[src/hw/rtl/srdiv_pkg.sv]
// ----------------------------------------------------------------------------
// srdiv_pkg
// Shared constants and types for the signed restoring divider.
// ----------------------------------------------------------------------------
package srdiv_pkg;

  // default operand width
  localparam int WIDTH_DEF = 32;

  // control driven to every cell of the divider row
  typedef struct packed {
    logic load;  // capture magnitudes, clear partial remainder
    logic step;  // one shift-subtract step
  } cell_ctrl_t;

endpackage

[src/hw/rtl/srdiv_if.sv]
// ----------------------------------------------------------------------------
// srdiv_in_if / srdiv_out_if
// Valid/ready channels carrying operand words and result words.
// ----------------------------------------------------------------------------
interface srdiv_in_if #(
  parameter int WIDTH = srdiv_pkg::WIDTH_DEF
);
  logic                    valid;
  logic                    ready;
  logic signed [WIDTH-1:0] dividend;
  logic signed [WIDTH-1:0] divisor;

  modport source (output valid, output dividend, output divisor, input ready);
  modport sink   (input valid, input dividend, input divisor, output ready);
endinterface

interface srdiv_out_if #(
  parameter int WIDTH = srdiv_pkg::WIDTH_DEF
);
  logic                    valid;
  logic                    ready;
  logic signed [WIDTH-1:0] quotient;
  logic signed [WIDTH-1:0] remainder;
  logic                    div_by_zero;
  logic                    overflow;

  modport source (output valid, output quotient, output remainder,
                  output div_by_zero, output overflow, input ready);
  modport sink   (input valid, input quotient, input remainder,
                  input div_by_zero, input overflow, output ready);
endinterface

[src/hw/rtl/srdiv_cell.sv]
// ----------------------------------------------------------------------------
// srdiv_cell
// One bit slice of the divider: a partial remainder bit, a dividend/quotient
// bit and a divisor bit, with a full subtractor on the shifted remainder.
// ----------------------------------------------------------------------------
module srdiv_cell (
  input  logic                  clk,
  input  srdiv_pkg::cell_ctrl_t ctrl,
  input  logic                  load_n,  // dividend magnitude bit
  input  logic                  load_d,  // divisor magnitude bit
  input  logic                  r_in,    // remainder bit from lower neighbor
  input  logic                  n_in,    // dividend/quotient bit from lower neighbor
  input  logic                  bin,     // borrow from lower neighbor
  input  logic                  take,    // subtraction result is kept
  output logic                  r,
  output logic                  n,
  output logic                  bout
);

  logic d;
  logic diff;

  // full subtractor on the shifted remainder bit
  assign diff = r_in ^ d ^ bin;
  assign bout = (~r_in & d) | (~(r_in ^ d) & bin);

  // bit state: load, then shift and conditionally keep the difference
  always_ff @(posedge clk) begin
    if (ctrl.load) begin
      r <= 1'b0;
      n <= load_n;
      d <= load_d;
    end else if (ctrl.step) begin
      r <= take ? diff : r_in;
      n <= n_in;
    end
  end

endmodule

[src/hw/rtl/srdiv_row.sv]
// ----------------------------------------------------------------------------
// srdiv_row
// Row of WIDTH divider cells. The remainder and dividend shift up through the
// row each step; the borrow ripples up and decides the quotient bit.
// ----------------------------------------------------------------------------
module srdiv_row #(
  parameter int WIDTH = srdiv_pkg::WIDTH_DEF
) (
  input  logic                  clk,
  input  srdiv_pkg::cell_ctrl_t ctrl,
  input  logic [WIDTH-1:0]      mag_a,
  input  logic [WIDTH-1:0]      mag_b,
  output logic [WIDTH-1:0]      quo,
  output logic [WIDTH-1:0]      rem
);

  logic [WIDTH-1:0] r_bit;
  logic [WIDTH-1:0] n_bit;
  logic [WIDTH:0]   borrow;
  logic             take;

  // keep the difference when the shifted-out bit was set or no borrow left
  assign borrow[0] = 1'b0;
  assign take      = r_bit[WIDTH-1] | ~borrow[WIDTH];

  // cell row
  for (genvar i = 0; i < WIDTH; i++) begin : g_cell
    logic r_in;
    logic n_in;

    if (i == 0) begin : g_low
      assign r_in = n_bit[WIDTH-1];
      assign n_in = take;
    end else begin : g_mid
      assign r_in = r_bit[i-1];
      assign n_in = n_bit[i-1];
    end

    srdiv_cell u_cell (
      .clk    (clk),
      .ctrl   (ctrl),
      .load_n (mag_a[i]),
      .load_d (mag_b[i]),
      .r_in   (r_in),
      .n_in   (n_in),
      .bin    (borrow[i]),
      .take   (take),
      .r      (r_bit[i]),
      .n      (n_bit[i]),
      .bout   (borrow[i+1])
    );
  end

  assign quo = n_bit;
  assign rem = r_bit;

endmodule

[src/hw/rtl/signed_restoring_divider.sv]
// ----------------------------------------------------------------------------
// signed_restoring_divider
// Signed WIDTH-bit division, quotient truncated toward zero.
// ----------------------------------------------------------------------------
// One operand word in, one result word out. The quotient is truncated toward
// zero and the remainder carries the dividend's sign. A zero divisor sets
// div_by_zero and returns quotient 0 with remainder equal to the dividend; the
// most negative value divided by minus one sets overflow and returns the most
// negative quotient. Each accepted word passes through a load step that
// captures the operand magnitudes, WIDTH shift-subtract steps through a row
// of bit cells (one quotient bit per cycle, limited by the borrow ripple
// along the row), and a step that restores signs into the output register,
// which waits while the previous result is unread; the block then goes idle.
// The output register lets a finished result wait while a new word starts.
// ----------------------------------------------------------------------------
module signed_restoring_divider #(
  parameter int WIDTH = srdiv_pkg::WIDTH_DEF
) (
  input  logic        clk,
  input  logic        rst,
  srdiv_in_if.sink    operands,
  srdiv_out_if.source results
);

  localparam int CNT_W = $clog2(WIDTH);

  typedef enum logic [1:0] {
    S_IDLE,
    S_LOAD,
    S_RUN,
    S_FIX
  } state_t;

  state_t                state;
  logic [CNT_W-1:0]      cnt;
  logic [WIDTH-1:0]      a_reg;
  logic [WIDTH-1:0]      b_reg;
  logic                  dz_reg;
  logic                  ov_reg;
  srdiv_pkg::cell_ctrl_t ctrl;
  logic [WIDTH-1:0]      mag_a;
  logic [WIDTH-1:0]      mag_b;
  logic [WIDTH-1:0]      quo;
  logic [WIDTH-1:0]      rem;
  logic                  neg_a;
  logic                  neg_b;
  logic [WIDTH-1:0]      quo_signed;
  logic [WIDTH-1:0]      rem_signed;
  logic                  out_free;

  // operand magnitudes
  assign neg_a = a_reg[WIDTH-1];
  assign neg_b = b_reg[WIDTH-1];
  assign mag_a = neg_a ? (~a_reg) + WIDTH'(1) : a_reg;
  assign mag_b = neg_b ? (~b_reg) + WIDTH'(1) : b_reg;

  // cell control
  assign ctrl.load = (state == S_LOAD);
  assign ctrl.step = (state == S_RUN);

  srdiv_row #(
    .WIDTH (WIDTH)
  ) u_row (
    .clk   (clk),
    .ctrl  (ctrl),
    .mag_a (mag_a),
    .mag_b (mag_b),
    .quo   (quo),
    .rem   (rem)
  );

  // sign restore and special cases
  assign quo_signed = (neg_a ^ neg_b) ? (~quo) + WIDTH'(1) : quo;
  assign rem_signed = neg_a ? (~rem) + WIDTH'(1) : rem;

  assign operands.ready = (state == S_IDLE) && !rst;
  assign out_free       = !results.valid || results.ready;

  // sequencer and output register
  always_ff @(posedge clk) begin
    if (rst) begin
      state         <= S_IDLE;
      cnt           <= '0;
      results.valid <= 1'b0;
    end else begin
      if (results.valid && results.ready && (state != S_FIX)) begin
        results.valid <= 1'b0;
      end
      case (state)
        S_IDLE: begin
          if (operands.valid) begin
            a_reg  <= operands.dividend;
            b_reg  <= operands.divisor;
            dz_reg <= (operands.divisor == '0);
            ov_reg <= (operands.dividend == {1'b1, {(WIDTH-1){1'b0}}})
                      && (operands.divisor == {WIDTH{1'b1}});
            state  <= S_LOAD;
          end
        end
        S_LOAD: begin
          cnt   <= CNT_W'(WIDTH - 1);
          state <= S_RUN;
        end
        S_RUN: begin
          if (cnt == '0) begin
            state <= S_FIX;
          end else begin
            cnt <= cnt - CNT_W'(1);
          end
        end
        S_FIX: begin
          if (out_free) begin
            results.valid       <= 1'b1;
            results.quotient    <= dz_reg ? '0 : quo_signed;
            results.remainder   <= dz_reg ? a_reg : rem_signed;
            results.div_by_zero <= dz_reg;
            results.overflow    <= ov_reg;
            state               <= S_IDLE;
          end
        end
        default: begin
          state <= S_IDLE;
        end
      endcase
    end
  end

endmodule

[src/flat_wrapper.sv]
// flat-port wrapper written by rule: the top's interface ports become plain ports
module signed_restoring_divider_flat 
#(
  parameter int WIDTH = srdiv_pkg::WIDTH_DEF
)
  (clk, rst, operands_valid, operands_dividend, operands_divisor, operands_ready, results_valid, results_quotient, results_remainder, results_div_by_zero, results_overflow, results_ready);
  srdiv_in_if #(.WIDTH(WIDTH)) operands_i ();
  srdiv_out_if #(.WIDTH(WIDTH)) results_i ();
  input  logic clk;
  input  logic rst;
  input wire logic [$bits(operands_i.valid)-1:0] operands_valid;
  input wire logic [$bits(operands_i.dividend)-1:0] operands_dividend;
  input wire logic [$bits(operands_i.divisor)-1:0] operands_divisor;
  output wire logic [$bits(operands_i.ready)-1:0] operands_ready;
  output wire logic [$bits(results_i.valid)-1:0] results_valid;
  output wire logic [$bits(results_i.quotient)-1:0] results_quotient;
  output wire logic [$bits(results_i.remainder)-1:0] results_remainder;
  output wire logic [$bits(results_i.div_by_zero)-1:0] results_div_by_zero;
  output wire logic [$bits(results_i.overflow)-1:0] results_overflow;
  input wire logic [$bits(results_i.ready)-1:0] results_ready;
  assign operands_i.valid = operands_valid;
  assign operands_i.dividend = operands_dividend;
  assign operands_i.divisor = operands_divisor;
  assign operands_ready = operands_i.ready;
  assign results_valid = results_i.valid;
  assign results_quotient = results_i.quotient;
  assign results_remainder = results_i.remainder;
  assign results_div_by_zero = results_i.div_by_zero;
  assign results_overflow = results_i.overflow;
  assign results_i.ready = results_ready;
  signed_restoring_divider #(.WIDTH(WIDTH)) u_core (.clk(clk), .rst(rst), .operands(operands_i), .results(results_i));
endmodule
[config.mk]
export PLATFORM = sky130hd
export DESIGN_NAME = signed_restoring_divider_flat
export DESIGN_NICKNAME = d
export VERILOG_FILES = /design/src/hw/rtl/srdiv_pkg.sv /design/src/hw/rtl/srdiv_if.sv /design/src/hw/rtl/srdiv_cell.sv /design/src/hw/rtl/srdiv_row.sv /design/src/hw/rtl/signed_restoring_divider.sv /design/src/flat_wrapper.sv
export SDC_FILE = /design/constraint.sdc
export NUM_CORES = 1
export LEC_CHECK = 0
export ABC_CLOCK_PERIOD_IN_PS = 38900
export BUFFER_PORTS_ARGS = -buffer_cell sky130_fd_sc_hd__buf_2
export CAP_MARGIN = 40
export CORE_UTILIZATION = 55
export DETAILED_ROUTE_END_ITERATION = 8
export GPL_ROUTABILITY_DRIVEN = 0
export PLACE_DENSITY = 0.83
export SLEW_MARGIN = 30
export SYNTH_ARGS = -nofsm -noshare
export SYNTH_HDL_FRONTEND = slang
export SYNTH_HIERARCHICAL = 1
export SYNTH_SLANG_ARGS = --single-unit
[constraint.sdc]
create_clock -name clk -period 38.9 [get_ports clk]
set_clock_uncertainty 0.1 [all_clocks]
set_input_delay 1.945 -clock clk [delete_from_list [all_inputs] [get_ports clk]]
set_output_delay 1.945 -clock clk [all_outputs]
set_load 0.02 [all_outputs]
**Word-level counts from Yosys, hierarchy flattened**

Index checks and enable logic that the tools add are counted.

- Input bits: 68
- Output and inout port bits: 68
- Logic and storage cells: 475
- Bits in registers: 236

- Multiplexer cells: 110
- Reduce and logical (&&, ||, !) cells: 15
- Bitwise logic cells: 228
- Add/sub/neg operators: 5
- Equality and inequality tests: 10

Operators with widths:

| cell | number |
|---|---|
| 32-bit by 1-bit adder with 32-bit output (second input constant) | 4 |
| 32-bit 2-to-1 mux | 4 |
| 32-bit NOT | 4 |
| 1-bit 2-to-1 mux | 99 |
| 1-bit NOT | 65 |
| 32-bit == test (second input constant) | 2 |
| 1-bit XOR | 64 |
| 1-bit bitwise AND | 63 |
| 32-bit logical NOT | 1 |
| 1-bit OR | 32 |
| 31-bit 2-to-1 mux | 1 |
| 5-bit case mux with 2 select lines | 1 |
| 3-bit AND reduction | 3 |
| 2-bit != test (second input constant) | 4 |
| 2-bit case mux with 4 select lines | 1 |
| 2-bit 2-to-1 mux | 3 |
| 5-bit logical NOT | 1 |
| 5-bit 2-to-1 mux | 1 |
| 5-bit by 1-bit subtractor with 5-bit output (second input constant) | 1 |
| 2-bit == test (second input constant) | 2 |
| 1-bit logical AND | 4 |
| 2-bit by 1-bit == test with 1-bit output (second input constant) | 1 |
| 1-bit logical NOT | 2 |
| 2-bit logical NOT | 1 |
| other kinds (4) | 4 |

**Longest topological paths before layout**

- Word-level depth: 68
- Gate-level depth with buffers: 89
- Depth with buffers taken out: 89

**By module**

The synthesis kept the hierarchy.

By module, submodules not included:

| module | sequential area each (um^2) | cells each | area an instance (um^2) | times used |
|---|---|---|---|---|
| signed_restoring_divider | 4124.0 | 806 | 8496.9 | 1 |
| srdiv_cell (u_core.u_row.g_cell[0].u_cell ...) | 80.1 | 12 | 155.1 | 27 |
| srdiv_cell (u_core.u_row.g_cell[5].u_cell ...) | 80.1 | 11 | 146.4 | 5 |
| srdiv_row | 0.0 | 65 | 483.0 | 1 |

**Worst setup path after synthesis**

Ideal clock, no wire load.

- Path type: register to register
- Start: reg u_core.u_row.g_cell[31].u_cell.n
- End: reg u_core.u_row.g_cell[0].u_cell.n, data pin
- Required time: 38533 ps
- Buffers on the path: 0
- Setup time: 267 ps
- Cell stages (with the launch flop): 88
- Slack: 23591 ps
- Data arrival time: 14942 ps
- Clock period less this slack: 15309 ps
- Cell sequence: edfxtp_1 fa_1 inv_1 inv_1 fa_1 inv_1 inv_1 fa_1 inv_1 inv_1 fa_1 inv_1 inv_1 fa_1 inv_1 fa_1 fa_1 fa_1 [52 not listed] inv_1 inv_1 fa_1 inv_1 inv_1 fa_1 inv_1 inv_1 fa_1 inv_1 inv_1 fa_1 inv_1 inv_1 fa_1 inv_1 nand2b_1 mux2_2

- Cells in the longest elaborated chain, start to end: 68

RTL lines:

| item | RTL line | source |
|---|---|---|
| from (decl) | srdiv_cell.sv:16 | `output logic n,` |
| from (signal assigned) | srdiv_cell.sv:31 | `n <= load_n;` |
| from (signal assigned) | srdiv_cell.sv:35 | `n <= n_in;` |
| 1-bit NOT | srdiv_cell.sv:25 | `assign bout = (~r_in & d) \| (~(r_in ^ d) & bin);` |
| 1-bit bitwise AND | srdiv_cell.sv:25 |  |
| via u_core.u_row.borrow[1] | srdiv_row.sv:19 | `logic [WIDTH:0] borrow;` |
| 1-bit bitwise AND | srdiv_cell.sv:25 |  |
| 1-bit OR | srdiv_cell.sv:25 |  |
| via u_core.u_row.borrow[2] | srdiv_row.sv:19 |  |
| 1-bit bitwise AND | srdiv_cell.sv:25 |  |
| 1-bit OR | srdiv_cell.sv:25 |  |
| via u_core.u_row.borrow[3] | srdiv_row.sv:19 |  |
| [2 not listed] | - |  |
| via u_core.u_row.borrow[4] | srdiv_row.sv:19 |  |
| [2 not listed] | - |  |
| via u_core.u_row.borrow[5] | srdiv_row.sv:19 |  |
| [2 not listed] | - |  |
| via u_core.u_row.borrow[6] | srdiv_row.sv:19 |  |
| [2 not listed] | - |  |
| via u_core.u_row.borrow[7] | srdiv_row.sv:19 |  |
| [2 not listed] | - |  |
| via u_core.u_row.borrow[8] | srdiv_row.sv:19 |  |
| [2 not listed] | - |  |
| via u_core.u_row.borrow[9] | srdiv_row.sv:19 |  |
| [2 not listed] | - |  |
| via u_core.u_row.borrow[10] | srdiv_row.sv:19 |  |
| [2 not listed] | - |  |
| via u_core.u_row.borrow[11] | srdiv_row.sv:19 |  |
| [2 not listed] | - |  |
| via u_core.u_row.borrow[12] | srdiv_row.sv:19 |  |
| [2 not listed] | - |  |
| via u_core.u_row.borrow[13] | srdiv_row.sv:19 |  |
| [2 not listed] | - |  |
| via u_core.u_row.borrow[14] | srdiv_row.sv:19 |  |
| [2 not listed] | - |  |
| via u_core.u_row.borrow[15] | srdiv_row.sv:19 |  |
| [2 not listed] | - |  |
| via u_core.u_row.borrow[16] | srdiv_row.sv:19 |  |
| [2 not listed] | - |  |
| via u_core.u_row.borrow[17] | srdiv_row.sv:19 |  |
| [2 not listed] | - |  |
| via u_core.u_row.borrow[18] | srdiv_row.sv:19 |  |
| [2 not listed] | - |  |
| via u_core.u_row.borrow[19] | srdiv_row.sv:19 |  |
| [2 not listed] | - |  |
| via u_core.u_row.borrow[20] | srdiv_row.sv:19 |  |
| [2 not listed] | - |  |
| via u_core.u_row.borrow[21] | srdiv_row.sv:19 |  |
| [2 not listed] | - |  |
| via u_core.u_row.borrow[22] | srdiv_row.sv:19 |  |
| [2 not listed] | - |  |
| via u_core.u_row.borrow[23] | srdiv_row.sv:19 |  |
| [2 not listed] | - |  |
| via u_core.u_row.borrow[24] | srdiv_row.sv:19 |  |
| [2 not listed] | - |  |
| via u_core.u_row.borrow[25] | srdiv_row.sv:19 |  |
| [2 not listed] | - |  |
| via u_core.u_row.borrow[26] | srdiv_row.sv:19 |  |
| [2 not listed] | - |  |
| via u_core.u_row.borrow[27] | srdiv_row.sv:19 |  |
| [2 not listed] | - |  |
| via u_core.u_row.borrow[28] | srdiv_row.sv:19 |  |
| [2 not listed] | - |  |
| via u_core.u_row.borrow[29] | srdiv_row.sv:19 |  |
| [2 not listed] | - |  |
| via u_core.u_row.borrow[30] | srdiv_row.sv:19 |  |
| [2 not listed] | - |  |
| via u_core.u_row.borrow[31] | srdiv_row.sv:19 |  |
| 1-bit bitwise AND | srdiv_cell.sv:25 |  |
| 1-bit OR | srdiv_cell.sv:25 |  |
| via u_core.u_row.borrow[32] | srdiv_row.sv:19 |  |
| 1-bit NOT | srdiv_row.sv:24 | `assign take = r_bit[WIDTH-1] \| ~borrow[WIDTH];` |
| 1-bit OR | srdiv_row.sv:24 |  |
| via u_core.u_row.g_cell[0].n_in | srdiv_row.sv:29 | `logic n_in;` |
| 1-bit 2-to-1 mux | srdiv_cell.sv:33 | `end else if (ctrl.step) begin` |
| 1-bit 2-to-1 mux | srdiv_cell.sv:29 | `if (ctrl.load) begin` |
| to (signal assigned) | srdiv_cell.sv:31 |  |
| to (signal assigned) | srdiv_cell.sv:35 |  |
| to (decl) | srdiv_cell.sv:16 |  |

The timed path passes the listed nets, and every way through them passes these cells. The select of a mux whose other input is x is not followed.
A chain may end at the register's enable or synchronous reset.

**Worst setup path in the final report**

- Start: reg u_core.u_row.g_cell[31].u_cell.n
- End: reg u_core.u_row.g_cell[6].u_cell.r

- Cells in the longest elaborated chain, start to end: 67
- Elaborated cells on any way between the ends: 68
- Classes of those cells: 1 x mux; 67 x bitwise

RTL lines:

| item | RTL line | source |
|---|---|---|
| 1-bit NOT | srdiv_cell.sv:25 |  |
| 1-bit bitwise AND | srdiv_cell.sv:25 |  |
| via u_core.u_row.borrow[1] | srdiv_row.sv:19 |  |
| 1-bit bitwise AND | srdiv_cell.sv:25 |  |
| 1-bit OR | srdiv_cell.sv:25 |  |
| via u_core.u_row.borrow[2] | srdiv_row.sv:19 |  |
| 1-bit bitwise AND | srdiv_cell.sv:25 |  |
| 1-bit OR | srdiv_cell.sv:25 |  |
| via u_core.u_row.borrow[3] | srdiv_row.sv:19 |  |
| [2 not listed] | - |  |
| via u_core.u_row.borrow[4] | srdiv_row.sv:19 |  |
| [2 not listed] | - |  |
| via u_core.u_row.borrow[5] | srdiv_row.sv:19 |  |
| [2 not listed] | - |  |
| via u_core.u_row.borrow[6] | srdiv_row.sv:19 |  |
| [2 not listed] | - |  |
| via u_core.u_row.borrow[7] | srdiv_row.sv:19 |  |
| [2 not listed] | - |  |
| via u_core.u_row.borrow[8] | srdiv_row.sv:19 |  |
| [2 not listed] | - |  |
| via u_core.u_row.borrow[9] | srdiv_row.sv:19 |  |
| [2 not listed] | - |  |
| via u_core.u_row.borrow[10] | srdiv_row.sv:19 |  |
| [2 not listed] | - |  |
| via u_core.u_row.borrow[11] | srdiv_row.sv:19 |  |
| [2 not listed] | - |  |
| via u_core.u_row.borrow[12] | srdiv_row.sv:19 |  |
| [2 not listed] | - |  |
| via u_core.u_row.borrow[13] | srdiv_row.sv:19 |  |
| [2 not listed] | - |  |
| via u_core.u_row.borrow[14] | srdiv_row.sv:19 |  |
| [2 not listed] | - |  |
| via u_core.u_row.borrow[15] | srdiv_row.sv:19 |  |
| [2 not listed] | - |  |
| via u_core.u_row.borrow[16] | srdiv_row.sv:19 |  |
| [2 not listed] | - |  |
| via u_core.u_row.borrow[17] | srdiv_row.sv:19 |  |
| [2 not listed] | - |  |
| via u_core.u_row.borrow[18] | srdiv_row.sv:19 |  |
| [2 not listed] | - |  |
| via u_core.u_row.borrow[19] | srdiv_row.sv:19 |  |
| [2 not listed] | - |  |
| via u_core.u_row.borrow[20] | srdiv_row.sv:19 |  |
| [2 not listed] | - |  |
| via u_core.u_row.borrow[21] | srdiv_row.sv:19 |  |
| [2 not listed] | - |  |
| via u_core.u_row.borrow[22] | srdiv_row.sv:19 |  |
| [2 not listed] | - |  |
| via u_core.u_row.borrow[23] | srdiv_row.sv:19 |  |
| [2 not listed] | - |  |
| via u_core.u_row.borrow[24] | srdiv_row.sv:19 |  |
| [2 not listed] | - |  |
| via u_core.u_row.borrow[25] | srdiv_row.sv:19 |  |
| [2 not listed] | - |  |
| via u_core.u_row.borrow[26] | srdiv_row.sv:19 |  |
| [2 not listed] | - |  |
| via u_core.u_row.borrow[27] | srdiv_row.sv:19 |  |
| [2 not listed] | - |  |
| via u_core.u_row.borrow[28] | srdiv_row.sv:19 |  |
| [2 not listed] | - |  |
| via u_core.u_row.borrow[29] | srdiv_row.sv:19 |  |
| [2 not listed] | - |  |
| via u_core.u_row.borrow[30] | srdiv_row.sv:19 |  |
| [2 not listed] | - |  |
| via u_core.u_row.borrow[31] | srdiv_row.sv:19 |  |
| 1-bit bitwise AND | srdiv_cell.sv:25 |  |
| 1-bit OR | srdiv_cell.sv:25 |  |
| via u_core.u_row.borrow[32] | srdiv_row.sv:19 |  |
| 1-bit NOT | srdiv_row.sv:24 |  |
| 1-bit OR | srdiv_row.sv:24 |  |
| via u_core.u_row.g_cell[0].n_in | srdiv_row.sv:29 |  |
| 1-bit 2-to-1 mux | srdiv_cell.sv:34 | `r <= take ? diff : r_in;` |
| to (signal assigned) | srdiv_cell.sv:34 |  |
| to (decl) | srdiv_cell.sv:15 | `output logic r,` |

The timed path passes the listed nets, and every way through them passes these cells.

==> out/metrics.yaml <==
status: "finished clean"
syn-num-nets: 1361
grt_max_degree: 79
reg2reg_to: "u_core/u_row/g_cell[6].u_cell/r"
p_int_uw: 704
crit_path_frequent_cell: "inv_1"
synth_edf_count: 196
worstHoldEndpoint: "u_core/cnt[4]"
grt_use_total: 0.240
comb_power_share: 0.373
asyncSetResetFlopFracSynth: 0
layout-drive-gt1-share: 0.246
min_period_over_period: 0.403
syn_area_um2: 13900
cts_buffers: 27
hold_violations: 0
cts_tree: "done"
wl_um: 30900
placed_area_um2: 14500
crit_fanout: 25
viasPerCell: 6.03
crit_type: "register to register"
drtIter0Drc: 862
irDropWorstVdd_mv: 0.0445
hold_depth: 2
synth_cell_type_count: 58
rsz0062_at_grt: "no"
antenna_left: 0
power.switching_uw: 405
htreeDepth: 1
routedWlPerCell_um: 18.6
critPathLaunchType: "register"
final_nets: 1421
cts_root_buffer: "clkbuf_16"
holdBufCountCts: 0
clock-sinks: 236
die_h_um: 161
r2r_cells: 89
avgSynthCellArea_um2: 11.1
slew_viol_final: 0
layout_commonest_cell: "edfxtp_1"
synth.top_cell.area_share: 0.423
overflow: 0
fin_crit_ns: 15.66
cp_data_required_time_ns: 39.26
antenna_found_initial: 2
arrival_ns: 16.02
row_count: 57
insertion_delay_ns: 0.55
portBuffers: 135
max_freq_mhz: 63.8
endpoint_kind: "register"
cts_setup_buffers: 0
swShare: 0.365
synth_flop_cell: "edfxtp_1"
drt_pre_antenna_iters: 5
design_area_um2: 15500
grt_first_pass_wirelength_um: 49700
final_cell_mix: "edfxtp_1 (196), buf_2 (137), inv_1 (104)"
fp.dieW_um: 161
slew-limit-headroom: 0.439
synth.largest_area_cell: "edfxtp_1"
synthTopCellsByArea: "edfxtp_1 (42%), dfxtp_1 (5.8%), fa_1 (4.6%)"
max_cap_violations: 0
setup_viol: 0
max_stage_delay_ns: 0.48
leakage_uw: 0.00567
rr_startpoint: "u_core/u_row/g_cell[31].u_cell/n"
die-area_um2: 25900
place_hpwl_um: 21900
rrSetupSlack_ns: 23.24
cts.path.max_buffers: 3
clk_pin_slew_ns: 0.06
drc: 0
core_um2: 24500
initial_core_util: 0.567
pin_count: 136
cpMaxStageDelayCell: "edfxtp_1"
grt_pass1_vias: 9465
clockPowerShare: 0.242
worst_pin_slew_ns: 0.839
cts-resized-gates: 0
syn_inst: 1250
power.density_nw_per_um2: 71.7
setup_tns_ns: 0
yosys_warnings: 6
vias: 9996
hp-start: "u_core/cnt[4]"
synth-seq-cells: 236
ys_seq_area_frac: 0.481
hp-class: "register to register"
syn2layout_area_growth_pct: 11.3
pwr-share-seq: 0.385
-- per-stage QoR --
stage / hold WS (ns) / total power [µW] / util / worst slack (ns) / instances
2_1_floorplan: 0.300 / 774 / - / 23.59 / 1250
3_3_place_gp: 0.337 / 807 / 0.587 / 23.45 / 1598
3_5_place_dp: 0.350 / 837 / 0.591 / 23.25 / 1601
4_1_cts: 0.359 / 1110 / 0.629 / 23.20 / 1651
5_1_grt: 0.398 / 1180 / 0.631 / 22.21 / 1656
6_report: 0.358 / 1110 / 0.631 / 23.24 / 1657
-- area by class of cell --
cell class,instances,area (µm²)
fillers,1905,9060
flip-flops and latches,236,6690
multi-input cells,789,6180
repair buffers,152,861
clock buffers,29,683
well taps,324,405
inverters,104,390
clock inverters,21,265
diodes,2,5.00
-- critical path, delay by kind of cell (launching register included) --
family | cells | cell delay (ns)
AOI/OAI and AO/OA | 1 | 0.26
adders and majority gates | 32 | 11.10
buffers and inverters | 54 | 3.14
DFF | 1 | 0.48
and+or+nand+nor | 2 | 0.45
-- metal layers --
metal	wire (µm)	GRT usage
met1	12600	0.326
met2	14800	0.390
met3	2590	0.0490
met4	925	0.0742
met5	13	0
-- worst max path at each step --
stage	from	endpoint
after global placement	u_core/u_row/g_cell[31].u_cell/n	u_core/u_row/g_cell[0].u_cell/n
after detailed placement	u_core/u_row/g_cell[31].u_cell/n	u_core/u_row/g_cell[6].u_cell/r
final	u_core/u_row/g_cell[31].u_cell/n	u_core/u_row/g_cell[6].u_cell/r
after floorplan	u_core/u_row/g_cell[31].u_cell/n	u_core/u_row/g_cell[0].u_cell/n
after CTS	u_core/u_row/g_cell[31].u_cell/n	u_core/u_row/g_cell[6].u_cell/r
after global routing	u_core/u_row/g_cell[31].u_cell/n	u_core/u_row/g_cell[5].u_cell/r
-- cell usage after synthesis (27+ instances only) --
master / instances
a211oi_2: 27
buf_4: 63
clkbuf_1: 46
dfxtp_1: 40
edfxtp_1: 196
fa_1: 32
inv_1: 104
mux2_2: 46
mux2i_1: 30
nand2_1: 33
nand3_1: 28
nor2_1: 76
nor3_1: 29
nor4_1: 31
o21ai_0: 46
o31ai_1: 28
or2_2: 38
xnor2_1: 62
-- power groups by stage --
stage / logic, µW / registers [µW] / clock network (µW)
2_1_floorplan: 375 / 400 / 0
3_3_place_gp: 380 / 427 / 0
3_5_place_dp: 407 / 431 / 0
4_1_cts: 410 / 426 / 273
5_1_grt: 459 / 436 / 282
6_report: 414 / 427 / 268
-- cells by family after synthesis --
| logic type | share of synthesized area |
|---|---|
| AND/OR/NAND/NOR | 0.166 |
| flip-flops | 0.481 |
| buffers and inverters | 0.0784 |
| AO/OA/AOI/OAI | 0.107 |
| XOR/XNOR | 0.0523 |
| multiplexers | 0.0589 |
| adder cells (fa/ha/maj) | 0.0560 |
| other | 0.000270 |
No activity file was read; power rests on OpenSTA's default activity.
